File: src/dqr_pkg.sv
// Package for the DNS query responder: payload structs, parse phase codes,
// answer kinds and the constant byte tables.
// No dependencies.
package dqr_pkg;

    // Input item: one query byte plus end-of-datagram mark
    typedef struct packed {
        logic [7:0] query_byte;
        logic       datagram_end;
    } query_t;

    // Result item: one reply byte with last mark and status
    typedef struct packed {
        logic [7:0] reply_byte;
        logic       reply_last;
        logic [1:0] reply_status;
    } reply_t;

    // Parse phases
    localparam logic [2:0] PH_HEADER  = 3'd0;
    localparam logic [2:0] PH_NAME    = 3'd1;
    localparam logic [2:0] PH_LABEL   = 3'd2;
    localparam logic [2:0] PH_TYPE    = 3'd3;
    localparam logic [2:0] PH_CLASS   = 3'd4;
    localparam logic [2:0] PH_DISCARD = 3'd5;

    // Reply status codes
    localparam logic [1:0] ST_ANSWERED    = 2'd0;
    localparam logic [1:0] ST_UNSUPPORTED = 2'd1;
    localparam logic [1:0] ST_MALFORMED   = 2'd2;

    // Query types served
    localparam logic [15:0] QTYPE_A     = 16'd1;
    localparam logic [15:0] QTYPE_AAAA  = 16'd28;
    localparam logic [15:0] QTYPE_CNAME = 16'd5;

    // Answer kinds
    localparam logic [1:0] ANS_A     = 2'd0;
    localparam logic [1:0] ANS_AAAA  = 2'd1;
    localparam logic [1:0] ANS_CNAME = 2'd2;

    // Index of the final answer byte for each kind
    localparam logic [4:0] LAST_A     = 5'd15;
    localparam logic [4:0] LAST_AAAA  = 5'd27;
    localparam logic [4:0] LAST_CNAME = 5'd24;

    // Header field positions
    localparam logic [3:0] HDR_LEN = 4'd12;
    localparam logic [3:0] ID_LEN  = 4'd2;

    // Configuration register indexes
    localparam logic [1:0] CFG_TTL     = 2'd0;
    localparam logic [1:0] CFG_IPV4    = 2'd1;
    localparam logic [1:0] CFG_IPV6_HI = 2'd2;
    localparam logic [1:0] CFG_IPV6_LO = 2'd3;

    // Configuration reset values
    localparam logic [31:0] TTL_RESET     = 32'h0000_0E10;
    localparam logic [31:0] IPV4_RESET    = 32'hC000_0201;
    localparam logic [63:0] IPV6_HI_RESET = 64'h2001_0DB8_0000_0000;
    localparam logic [63:0] IPV6_LO_RESET = 64'h0000_0000_0000_0001;

    // Struct from parser to top: what one accepted byte produces
    typedef struct packed {
        logic       emit;
        reply_t     reply;
        logic       start_answer;
        logic [1:0] kind;
    } parse_res_t;

    // Fixed header bytes: flags 8000, counts 1,1,0,0
    function automatic logic [7:0] header_byte(input logic [3:0] pos);
        logic [7:0] b;
        begin
            case (pos)
                4'd2:    b = 8'h80;
                4'd5:    b = 8'h01;
                4'd7:    b = 8'h01;
                default: b = 8'h00;
            endcase
            return b;
        end
    endfunction

    // Encoded name example.com
    function automatic logic [7:0] cname_byte(input logic [3:0] pos);
        logic [7:0] b;
        begin
            case (pos)
                4'd0:    b = 8'h07;
                4'd1:    b = 8'h65;
                4'd2:    b = 8'h78;
                4'd3:    b = 8'h61;
                4'd4:    b = 8'h6D;
                4'd5:    b = 8'h70;
                4'd6:    b = 8'h6C;
                4'd7:    b = 8'h65;
                4'd8:    b = 8'h03;
                4'd9:    b = 8'h63;
                4'd10:   b = 8'h6F;
                4'd11:   b = 8'h6D;
                default: b = 8'h00;
            endcase
            return b;
        end
    endfunction

endpackage

File: src/dns_query_responder_top.sv
// DNS query responder top: config registers, parser, answer sequencer and
// the reply output register. Uses dqr_pkg, dqr_parser, dqr_answer.
// The reply byte is registered: it is valid in the cycle after its query byte transfer.
// Throughput: one query byte per cycle while the output slot is free; each query
// byte gives at most one reply byte, except the final class byte of a served type,
// after which the answer sequencer holds query_ready low while it drives the 16-byte
// (A), 28-byte (AAAA) or 25-byte (CNAME) record, and longer while reply_ready stalls it.
// Reset clears parse state and the output valid and loads the default TTL and addresses.
module dns_query_responder_top (
    input  logic            clk,
    input  logic            rst_n,
    input  logic            query_valid,
    output logic            query_ready,
    input  dqr_pkg::query_t query,
    output logic            reply_valid,
    input  logic            reply_ready,
    output dqr_pkg::reply_t reply,
    input  logic            cfg_we,
    input  logic [1:0]      cfg_index,
    input  logic [63:0]     cfg_wdata
);

    logic [31:0]         ttl_reg;
    logic [31:0]         ipv4_reg;
    logic [63:0]         ipv6_hi_reg;
    logic [63:0]         ipv6_lo_reg;
    logic                out_valid_reg;
    dqr_pkg::reply_t     out_data_reg;
    logic                slot_free;
    logic                accept;
    logic                ans_active;
    dqr_pkg::reply_t     ans_reply;
    dqr_pkg::parse_res_t pres;

    // Hold configuration registers
    always_ff @(posedge clk or negedge rst_n)
    begin
        if (!rst_n)
        begin
            ttl_reg     <= dqr_pkg::TTL_RESET;
            ipv4_reg    <= dqr_pkg::IPV4_RESET;
            ipv6_hi_reg <= dqr_pkg::IPV6_HI_RESET;
            ipv6_lo_reg <= dqr_pkg::IPV6_LO_RESET;
        end
        else if (cfg_we)
        begin
            case (cfg_index)
                dqr_pkg::CFG_TTL:     ttl_reg     <= cfg_wdata[31:0];
                dqr_pkg::CFG_IPV4:    ipv4_reg    <= cfg_wdata[31:0];
                dqr_pkg::CFG_IPV6_HI: ipv6_hi_reg <= cfg_wdata;
                dqr_pkg::CFG_IPV6_LO: ipv6_lo_reg <= cfg_wdata;
                default:              ttl_reg     <= ttl_reg;
            endcase
        end
    end

    // Take a query byte when the output slot frees and no record is running
    assign slot_free   = !out_valid_reg || reply_ready;
    assign query_ready = slot_free && !ans_active;
    assign accept      = query_valid && query_ready;

    dqr_parser u_parser (
        .clk    (clk),
        .rst_n  (rst_n),
        .accept (accept),
        .query  (query),
        .res    (pres)
    );

    dqr_answer u_answer (
        .clk              (clk),
        .rst_n            (rst_n),
        .start            (accept && pres.start_answer),
        .kind             (pres.kind),
        .advance          (slot_free),
        .answer_ttl       (ttl_reg),
        .ipv4_answer      (ipv4_reg),
        .ipv6_answer_high (ipv6_hi_reg),
        .ipv6_answer_low  (ipv6_lo_reg),
        .active           (ans_active),
        .reply            (ans_reply)
    );

    // Load the output register from the sequencer or the parser
    always_ff @(posedge clk or negedge rst_n)
    begin
        if (!rst_n)
            out_valid_reg <= 1'b0;
        else if (slot_free)
            out_valid_reg <= ans_active || (accept && pres.emit);
    end

    always_ff @(posedge clk)
    begin
        if (slot_free)
        begin
            if (ans_active)
                out_data_reg <= ans_reply;
            else if (accept && pres.emit)
                out_data_reg <= pres.reply;
        end
    end

    assign reply_valid = out_valid_reg;
    assign reply       = out_data_reg;

    // Input stalls for the whole answer record
    a_stall_in_answer: assert property (@(posedge clk) disable iff (!rst_n)
        ans_active |-> !query_ready)
        else $error("query accepted during answer record");

    // A served class byte is followed by the record start
    a_answer_starts: assert property (@(posedge clk) disable iff (!rst_n)
        accept && pres.start_answer |=> ans_active)
        else $error("answer record did not start");

    // A drop status only appears on the final byte
    a_status_on_last: assert property (@(posedge clk) disable iff (!rst_n)
        reply_valid && reply.reply_status != dqr_pkg::ST_ANSWERED
        |-> reply.reply_last)
        else $error("drop status on a non-final byte");

    // A served class byte is never itself the final byte
    a_start_not_last: assert property (@(posedge clk) disable iff (!rst_n)
        accept && pres.start_answer |=> reply_valid && !reply.reply_last)
        else $error("class byte marked final before answer");

endmodule

File: src/dqr_parser.sv
// Query parser: walks header, name labels, QTYPE and QCLASS one byte per
// transfer and decides the reply byte and answer start. Uses dqr_pkg.
module dqr_parser (
    input  logic                clk,
    input  logic                rst_n,
    input  logic                accept,
    input  dqr_pkg::query_t     query,
    output dqr_pkg::parse_res_t res
);

    logic [2:0]  phase_reg, phase_next;
    logic [3:0]  fpos_reg, fpos_next;
    logic [7:0]  label_left_reg, label_left_next;
    logic [15:0] ctype_reg, ctype_next;

    // Decode one byte against the current phase
    always_comb
    begin
        logic [7:0]  b;
        logic        done;
        logic [3:0]  fp;
        logic [15:0] t;
        b    = query.query_byte;
        done = 1'b0;
        fp   = 4'd0;
        t    = 16'd0;

        res                     = '0;
        phase_next              = phase_reg;
        fpos_next               = fpos_reg;
        label_left_next         = label_left_reg;
        ctype_next              = ctype_reg;

        case (phase_reg)
            dqr_pkg::PH_NAME:
            begin
                res.emit             = 1'b1;
                res.reply.reply_byte = b;
                if (b == 8'd0)
                begin
                    phase_next = dqr_pkg::PH_TYPE;
                    fpos_next  = 4'd0;
                end
                else
                begin
                    label_left_next = b;
                    phase_next      = dqr_pkg::PH_LABEL;
                end
            end
            dqr_pkg::PH_LABEL:
            begin
                res.emit             = 1'b1;
                res.reply.reply_byte = b;
                label_left_next      = label_left_reg - 8'd1;
                if (label_left_next == 8'd0)
                    phase_next = dqr_pkg::PH_NAME;
            end
            dqr_pkg::PH_TYPE:
            begin
                res.emit             = 1'b1;
                res.reply.reply_byte = b;
                ctype_next           = {ctype_reg[7:0], b};
                fpos_next            = fpos_reg + 4'd1;
                if (fpos_next >= 4'd2)
                begin
                    phase_next = dqr_pkg::PH_CLASS;
                    fpos_next  = 4'd0;
                end
            end
            dqr_pkg::PH_CLASS:
            begin
                res.emit             = 1'b1;
                res.reply.reply_byte = b;
                fpos_next            = fpos_reg + 4'd1;
                if (fpos_next >= 4'd2)
                begin
                    // Final class byte: answer or close with unsupported
                    done = 1'b1;
                    t    = ctype_reg;
                    if (t == dqr_pkg::QTYPE_A || t == dqr_pkg::QTYPE_AAAA ||
                        t == dqr_pkg::QTYPE_CNAME)
                    begin
                        res.start_answer = 1'b1;
                        if (t == dqr_pkg::QTYPE_A)
                            res.kind = dqr_pkg::ANS_A;
                        else if (t == dqr_pkg::QTYPE_AAAA)
                            res.kind = dqr_pkg::ANS_AAAA;
                        else
                            res.kind = dqr_pkg::ANS_CNAME;
                    end
                    else
                    begin
                        res.reply.reply_last   = 1'b1;
                        res.reply.reply_status = dqr_pkg::ST_UNSUPPORTED;
                    end
                    phase_next      = query.datagram_end ? dqr_pkg::PH_HEADER
                                                         : dqr_pkg::PH_DISCARD;
                    fpos_next       = 4'd0;
                    label_left_next = 8'd0;
                    ctype_next      = 16'd0;
                end
            end
            dqr_pkg::PH_DISCARD:
            begin
                // Drop trailing records until the datagram ends
                done = 1'b1;
                if (query.datagram_end)
                begin
                    phase_next      = dqr_pkg::PH_HEADER;
                    fpos_next       = 4'd0;
                    label_left_next = 8'd0;
                    ctype_next      = 16'd0;
                end
            end
            default:
            begin
                // Header: copy ID, then fixed flags and counts
                fp = (fpos_reg >= dqr_pkg::HDR_LEN) ? 4'd0 : fpos_reg;
                res.emit             = 1'b1;
                res.reply.reply_byte = (fp < dqr_pkg::ID_LEN) ? b
                                                              : dqr_pkg::header_byte(fp);
                fp = fp + 4'd1;
                if (fp >= dqr_pkg::HDR_LEN)
                begin
                    phase_next = dqr_pkg::PH_NAME;
                    fpos_next  = 4'd0;
                end
                else
                begin
                    phase_next = dqr_pkg::PH_HEADER;
                    fpos_next  = fp;
                end
            end
        endcase

        // Early end inside header or question: close as malformed
        if (!done && query.datagram_end)
        begin
            res.reply.reply_last   = 1'b1;
            res.reply.reply_status = dqr_pkg::ST_MALFORMED;
            phase_next             = dqr_pkg::PH_HEADER;
            fpos_next              = 4'd0;
            label_left_next        = 8'd0;
            ctype_next             = 16'd0;
        end
    end

    // Advance parse state on each input transfer
    always_ff @(posedge clk or negedge rst_n)
    begin
        if (!rst_n)
        begin
            phase_reg      <= dqr_pkg::PH_HEADER;
            fpos_reg       <= 4'd0;
            label_left_reg <= 8'd0;
            ctype_reg      <= 16'd0;
        end
        else if (accept)
        begin
            phase_reg      <= phase_next;
            fpos_reg       <= fpos_next;
            label_left_reg <= label_left_next;
            ctype_reg      <= ctype_next;
        end
    end

    // A label in progress always has bytes left to copy
    a_label_nonzero: assert property (@(posedge clk) disable iff (!rst_n)
        phase_reg == dqr_pkg::PH_LABEL |-> label_left_reg != 8'd0)
        else $error("label phase with zero bytes left");

endmodule

File: src/dqr_answer.sv
// Answer record sequencer: emits pointer, type, class, TTL, RDLENGTH and
// RDATA one byte per output slot. Uses dqr_pkg.
module dqr_answer (
    input  logic            clk,
    input  logic            rst_n,
    input  logic            start,
    input  logic [1:0]      kind,
    input  logic            advance,
    input  logic [31:0]     answer_ttl,
    input  logic [31:0]     ipv4_answer,
    input  logic [63:0]     ipv6_answer_high,
    input  logic [63:0]     ipv6_answer_low,
    output logic            active,
    output dqr_pkg::reply_t reply
);

    logic       active_reg, active_next;
    logic [4:0] idx_reg, idx_next;
    logic [1:0] kind_reg, kind_next;
    logic [4:0] last_idx;
    logic [4:0] r;
    logic [7:0] b;

    // Select final byte index for the record kind
    always_comb
    begin
        case (kind_reg)
            dqr_pkg::ANS_A:    last_idx = dqr_pkg::LAST_A;
            dqr_pkg::ANS_AAAA: last_idx = dqr_pkg::LAST_AAAA;
            default:           last_idx = dqr_pkg::LAST_CNAME;
        endcase
    end

    // Pick the byte at the current index
    assign r = idx_reg - 5'd12;

    always_comb
    begin
        case (idx_reg)
            5'd0:  b = 8'hC0;
            5'd1:  b = 8'h0C;
            5'd2:  b = 8'h00;
            5'd3:
            begin
                case (kind_reg)
                    dqr_pkg::ANS_A:    b = dqr_pkg::QTYPE_A[7:0];
                    dqr_pkg::ANS_AAAA: b = dqr_pkg::QTYPE_AAAA[7:0];
                    default:           b = dqr_pkg::QTYPE_CNAME[7:0];
                endcase
            end
            5'd4:  b = 8'h00;
            5'd5:  b = 8'h01;
            5'd6:  b = answer_ttl[31:24];
            5'd7:  b = answer_ttl[23:16];
            5'd8:  b = answer_ttl[15:8];
            5'd9:  b = answer_ttl[7:0];
            5'd10: b = 8'h00;
            5'd11:
            begin
                case (kind_reg)
                    dqr_pkg::ANS_A:    b = 8'h04;
                    dqr_pkg::ANS_AAAA: b = 8'h10;
                    default:           b = 8'h0D;
                endcase
            end
            default:
            begin
                case (kind_reg)
                    dqr_pkg::ANS_A:
                        b = ipv4_answer[{~r[1:0], 3'b000} +: 8];
                    dqr_pkg::ANS_AAAA:
                        b = r[3] ? ipv6_answer_low[{~r[2:0], 3'b000} +: 8]
                                 : ipv6_answer_high[{~r[2:0], 3'b000} +: 8];
                    default:
                        b = dqr_pkg::cname_byte(r[3:0]);
                endcase
            end
        endcase
    end

    always_comb
    begin
        reply.reply_byte   = b;
        reply.reply_last   = (idx_reg == last_idx);
        reply.reply_status = dqr_pkg::ST_ANSWERED;
    end

    // Start on the final class byte, advance per output slot, stop at end
    always_comb
    begin
        active_next = active_reg;
        idx_next    = idx_reg;
        kind_next   = kind_reg;
        if (start)
        begin
            active_next = 1'b1;
            idx_next    = 5'd0;
            kind_next   = kind;
        end
        else if (active_reg && advance)
        begin
            idx_next = idx_reg + 5'd1;
            if (idx_reg == last_idx)
                active_next = 1'b0;
        end
    end

    always_ff @(posedge clk or negedge rst_n)
    begin
        if (!rst_n)
        begin
            active_reg <= 1'b0;
            idx_reg    <= 5'd0;
            kind_reg   <= dqr_pkg::ANS_A;
        end
        else
        begin
            active_reg <= active_next;
            idx_reg    <= idx_next;
            kind_reg   <= kind_next;
        end
    end

    assign active = active_reg;

    // Index never runs past the record end
    a_idx_bound: assert property (@(posedge clk) disable iff (!rst_n)
        active_reg |-> idx_reg <= last_idx)
        else $error("answer index beyond record end");

endmodule

File: config.mk
export PLATFORM = sky130hd
export DESIGN_NAME = dns_query_responder_top
export DESIGN_NICKNAME = d
export VERILOG_FILES = /design/src/dqr_pkg.sv /design/src/dns_query_responder_top.sv /design/src/dqr_parser.sv /design/src/dqr_answer.sv
export SDC_FILE = /design/constraint.sdc
export NUM_CORES = 1
export LEC_CHECK = 0
export BUFFER_PORTS_ARGS = -buffer_cell sky130_fd_sc_hd__buf_2
export CORE_ASPECT_RATIO = 1.4
export CORE_MARGIN = 1
export CORE_UTILIZATION = 45
export DETAILED_ROUTE_END_ITERATION = 12
export PLACE_DENSITY = 0.63
export SYNTH_ARGS = -nofsm -noshare
export SYNTH_HDL_FRONTEND = slang
export SYNTH_SLANG_ARGS = --single-unit
File: constraint.sdc
create_clock -name clk -period 4.8 [get_ports clk]
set_clock_uncertainty 0.2 [all_clocks]
set_input_delay 0 -clock clk [delete_from_list [all_inputs] [get_ports clk]]
set_output_delay 0 -clock clk [all_outputs]
set_load 0.005 [all_outputs]
==> results of run 1 <==
==> metal layers <==
layer / wire [um] / global-route usage [%]
met4: 689 / 6.23
met3: 1310 / 2.31
met5: 0 / 0
met2: 14800 / 38.3
met1: 12100 / 28.9
==> cell usage after synthesis (3+ instances only) <==
master,n
and3_1,5
dfstp_2,18
and2_1,5
edfxtp_1,11
nor3b_1,5
o21ai_0,46
a22o_1,8
nor2b_1,4
mux2_2,194
buf_2,10
mux4_2,41
a32oi_1,4
dfrtp_1,214
xor2_1,6
a211oi_1,5
nor3_1,18
xnor2_1,6
a21o_1,5
inv_1,19
a21oi_1,22
nand4_1,5
clkbuf_1,39
nand2b_1,9
a221oi_1,3
ha_1,23
nor4_1,9
o41ai_1,3
a22oi_1,5
nand2_1,79
nor2_1,29
or4_1,3
o31ai_1,6
a31oi_1,6
buf_1,4
nand3_1,15
mux4_1,6
mux2i_1,3
==> worst paths after layout <==
path,startpoint,to,cells past startpoint
hold / removal,cfg_index[0],ttl_reg[17]$_DFFE_PN0P_,4
hold reg to reg,u_parser.ctype_reg[10]$_DFFE_PN0P_,u_parser.ctype_reg[10]$_DFFE_PN0P_,2
min in group asynchronous,rst_n,ipv4_reg[30]$_DFFE_PN1P_,3
setup reg to reg,u_answer.idx_reg[2]$_DFFE_PN0P_,reply[6]$_DFFE_PP_,10
setup / recovery,u_answer.idx_reg[2]$_DFFE_PN0P_,reply[6]$_DFFE_PP_,10
max in group asynchronous,rst_n,u_answer.idx_reg[0]$_DFFE_PN0P_,4
==> power by group through the flow <==
| stage | Clock, mW | Sequential (mW) | Combinational (mW) |
|---|---|---|---|
| 3_3_place_gp | 0 | 2.73 | 1.79 |
| 4_1_cts | 2.20 | 2.70 | 1.89 |
| 5_1_grt | 2.28 | 2.74 | 2.06 |
| 3_5_place_dp | 0 | 2.74 | 1.83 |
| 6_report | 2.16 | 2.70 | 1.87 |
| 2_1_floorplan | 0 | 2.62 | 1.42 |
==> layout make-up <==
| cell class | instances | area share, % |
|---|---|---|
| repair buffers | 182 | 9.45 |
| multi-input cells | 614 | 38.5 |
| clock buffers | 38 | 5.34 |
| clock inverters | 10 | 1.08 |
| flip-flops and latches | 243 | 42.4 |
| well taps | 324 | 2.79 |
| inverters | 19 | 0.491 |
==> stage by stage <==
step	hold slack (ps)	std cells	total power, mW	utilization (%)	area [um2]
6_report	29.7	1430	6.73	55.5	14500
5_1_grt	43.1	1430	7.08	55.5	14500
4_1_cts	31.2	1430	6.79	55.5	14500
3_5_place_dp	-134	1303	4.57	48.9	12800
3_3_place_gp	-129	1303	4.53	48.9	12800
2_1_floorplan	-496	931	4.03	-	12000
==> worst min-delay path, stage by stage <==
cell and delay, ps:
buf_2 140, nor3b_2 50, buf_4 260, mux2_2 270
==> kinds of logic (layout without fill, tap and decap cells) <==
group	count (synthesis)	count (layout)
xor+xnor	12	12
fa+ha+maj	23	23
simple gates	194	194
buf+inv	74	249
flops	243	243
mux	244	244
compound gates	141	141
==> metrics.txt, run 1 <==
CTS Root Cell=clkbuf_16; Seq/Total Area, Yosys=51.2%; EDFF count, synth=11; total CTS buffers=26; Synth top area share=44.5%; post-DP HPWL=19,300 um; vias in the first global route=8,546; simple-gate share of the synthesized area=7.69%; TritonCTS clock tree=done; Clock power frac=32.1%; DP Worst Slack=1120 ps; Synth Area in Compound Gates=7.87%; Synth Flop Type=dfrtp_1; wirelength, routed=29,000 um; initial core utilization=46.0%; RSZ-0062 raised after global routing=no; crit-path cells=buf_4 > inv_1 > ha_2 > buf_4 > mux4_1 > mux4_2 > nand2_1 > nand2_1 > a21oi_1 > o21ai_0; Setup Fix Bufs, Post-CTS=0; part of the cycle the worst path needs=76.2%; largest family of logic cells by synthesized area=multiplexers; multiplexer share of the synthesized area=27.4%; sw power=1.94 mW; Crit Path Class=flop to flop; final setup fails=0; final setup margin=1140 ps; most common cell after layout, fill and taps aside=dfrtp_1; Net Sw Frac=28.9%; Initial DRC Count=601; Fin. Hold Viols=0; endpoint class of the critical path=flop; post-synth top area cell=dfrtp_1; slowest CP cell=ha_2; clk sinks=243; CP Data Required Time=4880 ps; io pins=93; clk slew on worst S/H paths=60 ps; Final nets=1,189; n_diodes=0; clk_lat worst skew=530 ps; leakage power=6.17 nW; Arr. time, crit path=3730 ps; Clock Path Buffers=3; first drt pass iteration count=5; CP max FO=20; PwrDens=463 nW/um2; CP startpoint kind=flop; XOR/XNOR Fraction of Synth Area=0.873%; max-slew violations=0; Port Buffers=92; most frequent cells in the layout=dfrtp_1 (213), mux2_2 (194), buf_2 (91); slowest stage delay, CP=780 ps; Comb power frac=27.8%; Yosys reg bits=243; max_cap viols=0; multi-input logic area=5590 um2; chip width=140 um; post-CTS sizing=0; Routed Antenna Nets=0; routed len/inst=20.3 um; cts hold-fix bufs=79; mapped cell area=12,000 um2; syn avg cell area=12.9 um2; # DRC=0; synthesized instance count=931; fmax=274 MHz; relative slew slack=21.2%; critical path's top delay family=multiplexers; CORE AREA=26,200 um2; full die area=27,400 um2; Area Overhead vs Synth=20.8%; first-pass GRT wire length=46,900 um; R2R Setup Slk=1140 ps; CP Buf/Inv Count=3; number of fillers in the final layout=2,202; total number of vias=8,293; cell internal pwr=4.79 mW; FF/Latch Area=6160 um2; H-tree levels=1; share of post-route cells with drive strength above 1=37.3%; Distinct cells, synth=66; setup TNS=0 ps; Global Route Usage Sum=21.9%; Synth Warn #=0; global placement routability congestion=0.874; sequential power share=40.2%; pin count of the biggest net entering global routing=142; Synth area leaders=dfrtp_1 (44%), mux2_2 (18%), mux4_2 (7.7%); worst hold path class=input pin to flop; Synth Net Count=1,034; min Tclk post-route=3660 ps; GR Overflow Total=0; Die Ht=195 um; ys async rst share=95.5%; outcome=complete, no violations; Post-Synth Adder-Cell Area=2.39%; Least-Margin Pin Slew=1170 ps; initial antenna violation count=0; row count=70; via density per instance=5.80; VDD IR max=0.376 mV
Power figures use the tool's default switching activity.
==> run 2, diff against run 1 <==
--- a/config.mk
+++ b/config.mk
@@ -10,7 +10,7 @@
 export CORE_MARGIN = 1
 export CORE_UTILIZATION = 45
 export DETAILED_ROUTE_END_ITERATION = 12
-export PLACE_DENSITY = 0.63
+export PLACE_DENSITY = 0.65
 export SYNTH_ARGS = -nofsm -noshare
 export SYNTH_HDL_FRONTEND = slang
 export SYNTH_SLANG_ARGS = --single-unit
==> constraint.sdc (replaced) <==
create_clock -name clk -period 3.35 [get_ports clk]
set_clock_uncertainty 0.2 [all_clocks]
set_input_delay 0 -clock clk [delete_from_list [all_inputs] [get_ports clk]]
set_output_delay 0 -clock clk [all_outputs]
set_load 0.005 [all_outputs]
==> metrics.txt, run 2 (synthesized netlist as in run 1, its figures left out) <==
outcome=complete, no violations; cell internal pwr=6.70 mW (+40%); Most Used Layer, Global Route=met2; TritonCTS clock tree=done; GR met3 Demand/Resource=2.16% (-0.15 points); Crit Path Class=flop to flop; Clock power frac=29.7% (-2.4 points); via density per instance=5.75 (-0.92%); Net Sw Frac=29.5% (+0.67 points); max_cap viols=0 (unchanged); GR Overflow Total=0 (unchanged); final setup fails=0 (unchanged); CTS Root Cell=clkbuf_16; Port Buffers=92 (unchanged); clk slew on worst S/H paths=60 ps (about the same); pin count of the biggest net entering global routing=80 (-44%); # DRC=0 (unchanged); met2 usage=37.7% (-0.65 points); full die area=27,400 um2 (unchanged); Clock Path Buffers=3 (unchanged); most common cell after layout, fill and taps aside=dfrtp_1; Area Overhead vs Synth=21.9%; part of the cycle the worst path needs=90.3% (+14 points); total number of vias=8,349 (+0.68%); worst hold path class=input pin to flop; initial core utilization=46.0% (unchanged); hold path depth=3 (-1); FF-to-FF path depth=9 (-1); max-slew violations=0 (unchanged); fmax=330 MHz (+21%); row count=70 (unchanged); share of post-route cells with drive strength above 1=37.9% (+0.66 points); wirelength, routed=29,100 um (+0.54%); Fin. Hold Viols=0 (unchanged); first drt pass iteration count=5 (unchanged); slowest stage delay, CP=580 ps (-200 ps); met1 Track Usage GR=29.4% (+0.50 points); first-pass GRT wire length=47,200 um (+0.69%); VDD IR max=0.425 mV (+13%); sequential power share=40.3% (about the same); CP max FO=22 (+10%); clk sinks=243 (unchanged); global placement routability congestion=0.893 (+2.2%); relative slew slack=41.3% (+20 points); Final Core Density=56.0% (+0.52 points); H-tree levels=1 (unchanged); clk_lat worst skew=530 ps (about the same); Comb power frac=30.0% (+2.2 points); Setup Fix Bufs, Post-CTS=0 (unchanged); cell count after placement=1,323 (+1.5%); CP Data Required Time=3420 ps (-1460 ps); vias in the first global route=8,684 (+1.6%); Final nets=1,213 (+2.0%); min Tclk post-route=3030 ps (-629 ps); Crit path top cell by count=nand2_1; Routed Antenna Nets=0 (unchanged); slowest CP cell=mux4_1; chip width=140 um (unchanged); CP startpoint kind=flop; initial antenna violation count=0 (unchanged); Die Ht=195 um (unchanged); leakage power=6.24 nW (+1.2%); sw power=2.81 mW (+45%); most frequent cells in the layout=dfrtp_1 (213), mux2_2 (194), buf_2 (91); n_diodes=0 (unchanged); endpoint class of the critical path=flop; crit-path cells=inv_1 > ha_4 > buf_12 > mux4_1 > mux4_2 > nand2_1 > nand2_1 > a21oi_1 > o21ai_0; Least-Margin Pin Slew=877 ps (-295 ps); Initial DRC Count=331 (-45%); CORE AREA=26,200 um2 (unchanged); routed len/inst=20.1 um (-1.1%); RSZ-0062 raised after global routing=no; io pins=93 (unchanged); total CTS buffers=25 (-3.8%); post-DP HPWL=19,900 um (+3.2%); fin cells=1,453 (+1.6%); Global Route Usage Sum=21.9% (about the same); PwrDens=648 nW/um2 (+40%); Arr. time, crit path=3090 ps (-640 ps)
-- run 2: cell type report --
cell class	count	area (um2)
clock inverters	10	114
inverters	19	71.3
multi-input cells	614	5600
repair buffers	207	1600
fillers	2178	11500
clock buffers	36	728
flip-flops and latches	243	6160
well taps	324	405
-- run 2: critical path, delay by kind of cell (launching register included) --
| family | cells | cell delay [ps] |
|---|---|---|
| mux | 2 | 1080 |
| fa+ha+maj | 1 | 420 |
| buf+inv | 2 | 350 |
| simple gates | 2 | 140 |
| compound gates | 2 | 190 |
| flops | 1 | 350 |
-- run 2: path summary, 6_finish.rpt --
check                                                     endpoint  slack (ps)                          startpoint
worst min-delay path                   ipv6_hi_reg[55]$_DFFE_PN0P_          40                       cfg_wdata[55]
worst max-delay path                            reply[6]$_DFFE_PP_         320     u_answer.idx_reg[3]$_DFFE_PN0P_
worst max register to register                  reply[6]$_DFFE_PP_         320     u_answer.idx_reg[3]$_DFFE_PN0P_
max in group asynchronous                  ipv4_reg[0]$_DFFE_PN1P_        2050                               rst_n
worst min register to register  u_parser.ctype_reg[11]$_DFFE_PN0P_         280  u_parser.ctype_reg[11]$_DFFE_PN0P_
min in group asynchronous                  ttl_reg[11]$_DFFE_PN1P_         430                               rst_n
-- run 2: power groups by stage --
stage                     logic, mW  clock network [mW]  registers (mW)
after floorplan                2.04                   0            3.75
after global placement         2.69                   0            3.88
after detailed placement       2.77                   0            3.88
after CTS                      2.86                2.89            3.83
after global routing           3.10                3.00            3.89
final                          2.85                2.83            3.83
-- run 2: stage by stage --
step	worst slack, ps	power [mW]	setup TNS (ps)	instance area [um2]	hold WS [ps]
3_3_place_gp	277	6.58	0	13000	-141
5_1_grt	151	10.0	0	14700	53.5
3_5_place_dp	210	6.65	0	13000	-141
6_report	323	9.51	0	14700	36.1
2_1_floorplan	-0.421	5.79	-0.843	12000	-496
4_1_cts	176	9.58	0	14700	29.1
-- run 2: what timing repair did --
action,in CTS,in global routing
hold endpoints to repair,459,0
hold buffers,84,0
setup endpoints to repair,0,1
resized for setup,0,1
-- run 2: layer usage --
| metal | vias to the layer above | wire (um) |
|---|---|---|
| li1 | 3820 | - |
| met1 | 4255 | 12500 |
| met2 | 218 | 14700 |
| met3 | 56 | 1220 |
| met4 | 0 | 660 |
| met5 | - | 0 |
==> run 3, diff against run 2 <==
--- a/config.mk
+++ b/config.mk
@@ -10,7 +10,9 @@
 export CORE_MARGIN = 1
 export CORE_UTILIZATION = 45
 export DETAILED_ROUTE_END_ITERATION = 12
+export MAX_ROUTING_LAYER = met4
 export PLACE_DENSITY = 0.65
+export SLEW_MARGIN = 20
 export SYNTH_ARGS = -nofsm -noshare
 export SYNTH_HDL_FRONTEND = slang
 export SYNTH_SLANG_ARGS = --single-unit
==> metrics.txt, run 3 (synthesized netlist as in run 1, its figures left out) <==
outcome=complete, no violations; total CTS buffers=25 (unchanged); slowest CP cell=mux4_1; post-DP HPWL=20,100 um (+1.0%); part of the cycle the worst path needs=93.0% (+2.7 points); n_diodes=0 (unchanged); full die area=27,400 um2 (unchanged); fin cells=1,450 (-0.21%); first-pass GRT wire length=47,900 um (+1.5%); Net Sw Frac=29.5% (-0.098 points); clk slew on worst S/H paths=60 ps (about the same); crit-path cells=inv_1 > ha_2 > buf_12 > mux4_1 > mux4_2 > nand2_1 > nand2_1 > a21oi_1 > o21ai_0; Least-Margin Pin Slew=860 ps (-17.1 ps); cell internal pwr=6.71 mW (about the same); worst hold path class=input pin to flop; via density per instance=5.79 (+0.80%); initial core utilization=46.0% (unchanged); Crit Path Class=flop to flop; Area after DPL=13,000 um2 (+0.17%); sw power=2.80 mW (-0.41%); number of fillers in the final layout=2,180 (+0.092%); Port Buffers=92 (unchanged); relative slew slack=42.5% (+1.1 points); cell count after placement=1,326 (+0.23%); PwrDens=650 nW/um2 (+0.23%); most common cell after layout, fill and taps aside=dfrtp_1; Clock power frac=29.6% (about the same); Fin. Hold Viols=0 (unchanged); pin count of the biggest net entering global routing=66 (-18%); VDD IR max=0.482 mV (+13%); H-tree levels=1 (unchanged); initial antenna violation count=0 (unchanged); Arr. time, crit path=3180 ps (+90 ps); min Tclk post-route=3120 ps (+89.5 ps); row count=70 (unchanged); max-slew violations=0 (unchanged); Area Overhead vs Synth=21.6%; hold path depth=4 (+1); final setup fails=0 (unchanged); CORE AREA=26,200 um2 (unchanged); # DRC=0 (unchanged); endpoint class of the critical path=flop; clk_lat worst skew=520 ps (about the same); share of post-route cells with drive strength above 1=38.1% (+0.19 points); chip width=140 um (unchanged); io pins=93 (unchanged); CP max FO=22 (unchanged); Crit path top cell by count=nand2_1; Die Ht=195 um (unchanged); Comb power frac=29.8% (-0.2 points); Global Route Usage Sum=22.9% (+1.0 points); CP Data Required Time=3410 ps (about the same); RSZ-0062 raised after global routing=no; total number of vias=8,398 (+0.59%); clk sinks=243 (unchanged); first drt pass iteration count=5 (unchanged); sequential power share=40.7% (+0.4 points); FF-to-FF path depth=9 (unchanged); TritonCTS clock tree=done; Final nets=1,211 (-0.16%); routed len/inst=20.3 um (+1.0%); fmax=321 MHz (-2.9%); wirelength, routed=29,400 um (+0.82%); global placement routability congestion=0.929 (+4.0%); GR Overflow Total=0 (unchanged); most frequent cells in the layout=dfrtp_1 (213), mux2_2 (194), buf_2 (91); setup TNS=0 ps (unchanged); Clock Path Buffers=3 (unchanged); Initial DRC Count=389 (+18%); max_cap viols=0 (unchanged); CP startpoint kind=flop; final instance area=14,600 um2 (-0.31%); Setup Fix Bufs, Post-CTS=0 (unchanged); Routed Antenna Nets=0 (unchanged); slowest stage delay, CP=570 ps (about the same); CTS Root Cell=clkbuf_16; leakage power=6.25 nW (about the same); vias in the first global route=8,826 (+1.6%)
run 3: cell count changes in the layout (fill, tap and decap cells not counted), sizes merged:
cell,delta
buf,+3
bufinv,-1
clkbuf,+4
clkinv,-2
clkinvlp,-1
dlygate4sd3,-5
inv,-1
run 3: metal layers:
layer | wire [um] | GRT usage [%] | vias up | part of all wire [%]
li1 | - | - | 3826 | -
met1 | 12900 | 30.1 | 4284 | 44
met2 | 14600 | 37.9 | 226 | 50
met3 | 1210 | 2.11 | 62 | 4.1
met4 | 702 | 7.00 | 0 | 2.4
met5 | 0 | - | - | 0
run 3: worst paths after layout:
kind / start / end / slack, ps
hold / removal: cfg_index[0] / ttl_reg[26]$_DFFE_PN0P_ / 50
setup reg to reg: u_answer.idx_reg[3]$_DFFE_PN0P_ / reply[6]$_DFFE_PP_ / 230
max in group asynchronous: rst_n / ipv6_hi_reg[61]$_DFFE_PN1P_ / 2000
setup / recovery: u_answer.idx_reg[3]$_DFFE_PN0P_ / reply[6]$_DFFE_PP_ / 230
min in group asynchronous: rst_n / ipv6_hi_reg[48]$_DFFE_PN1P_ / 420
hold reg to reg: u_parser.ctype_reg[14]$_DFFE_PN0P_ / u_parser.ctype_reg[14]$_DFFE_PN0P_ / 280
run 3: what timing repair did:
action	CTS	global route
endpoints found under the hold margin	453	0
hold buffers	79	0
resized for setup	0	0
endpoints found under the setup margin	0	0
run 3: area by class of cell:
type / instances / area [um2] / area share (%)
well taps: 324 / 405 / 2.77
clock buffers: 40 / 785 / 5.36
flip-flops and latches: 243 / 6160 / 42.1
clock inverters: 5 / 50.0 / 0.342
inverters: 19 / 71.3 / 0.488
multi-input cells: 614 / 5590 / 38.2
repair buffers: 205 / 1570 / 10.7
run 3: metrics by stage:
step                setup WS [ps]  utilization, %  hold slack, ps  total power, mW
detailed placement            229            49.6            -230             6.68
CTS                           221            55.9            48.1             9.58
global route                 33.5            55.9            65.0             9.99
global placement              279            49.6            -229             6.61
finish                        234            55.9            52.1             9.51
floorplan                  -0.421               -            -496             5.79
run 3: worst max-delay path, delay by kind of cell (launching register included):
family / cells / cell delay [ps]
adders and majority gates: 1 / 550
DFF: 1 / 340
AOI/OAI and AO/OA: 2 / 200
muxes: 2 / 1060
and+or+nand+nor: 2 / 150
buffers and inverters: 2 / 340
run 3: power groups by stage:
stage | Combinational [mW] | Sequential (mW) | Clock [mW]
after detailed placement | 2.77 | 3.91 | 0
after global routing | 3.08 | 3.93 | 2.97
after floorplan | 2.04 | 3.75 | 0
final | 2.83 | 3.87 | 2.81
after global placement | 2.70 | 3.90 | 0
after CTS | 2.85 | 3.86 | 2.87
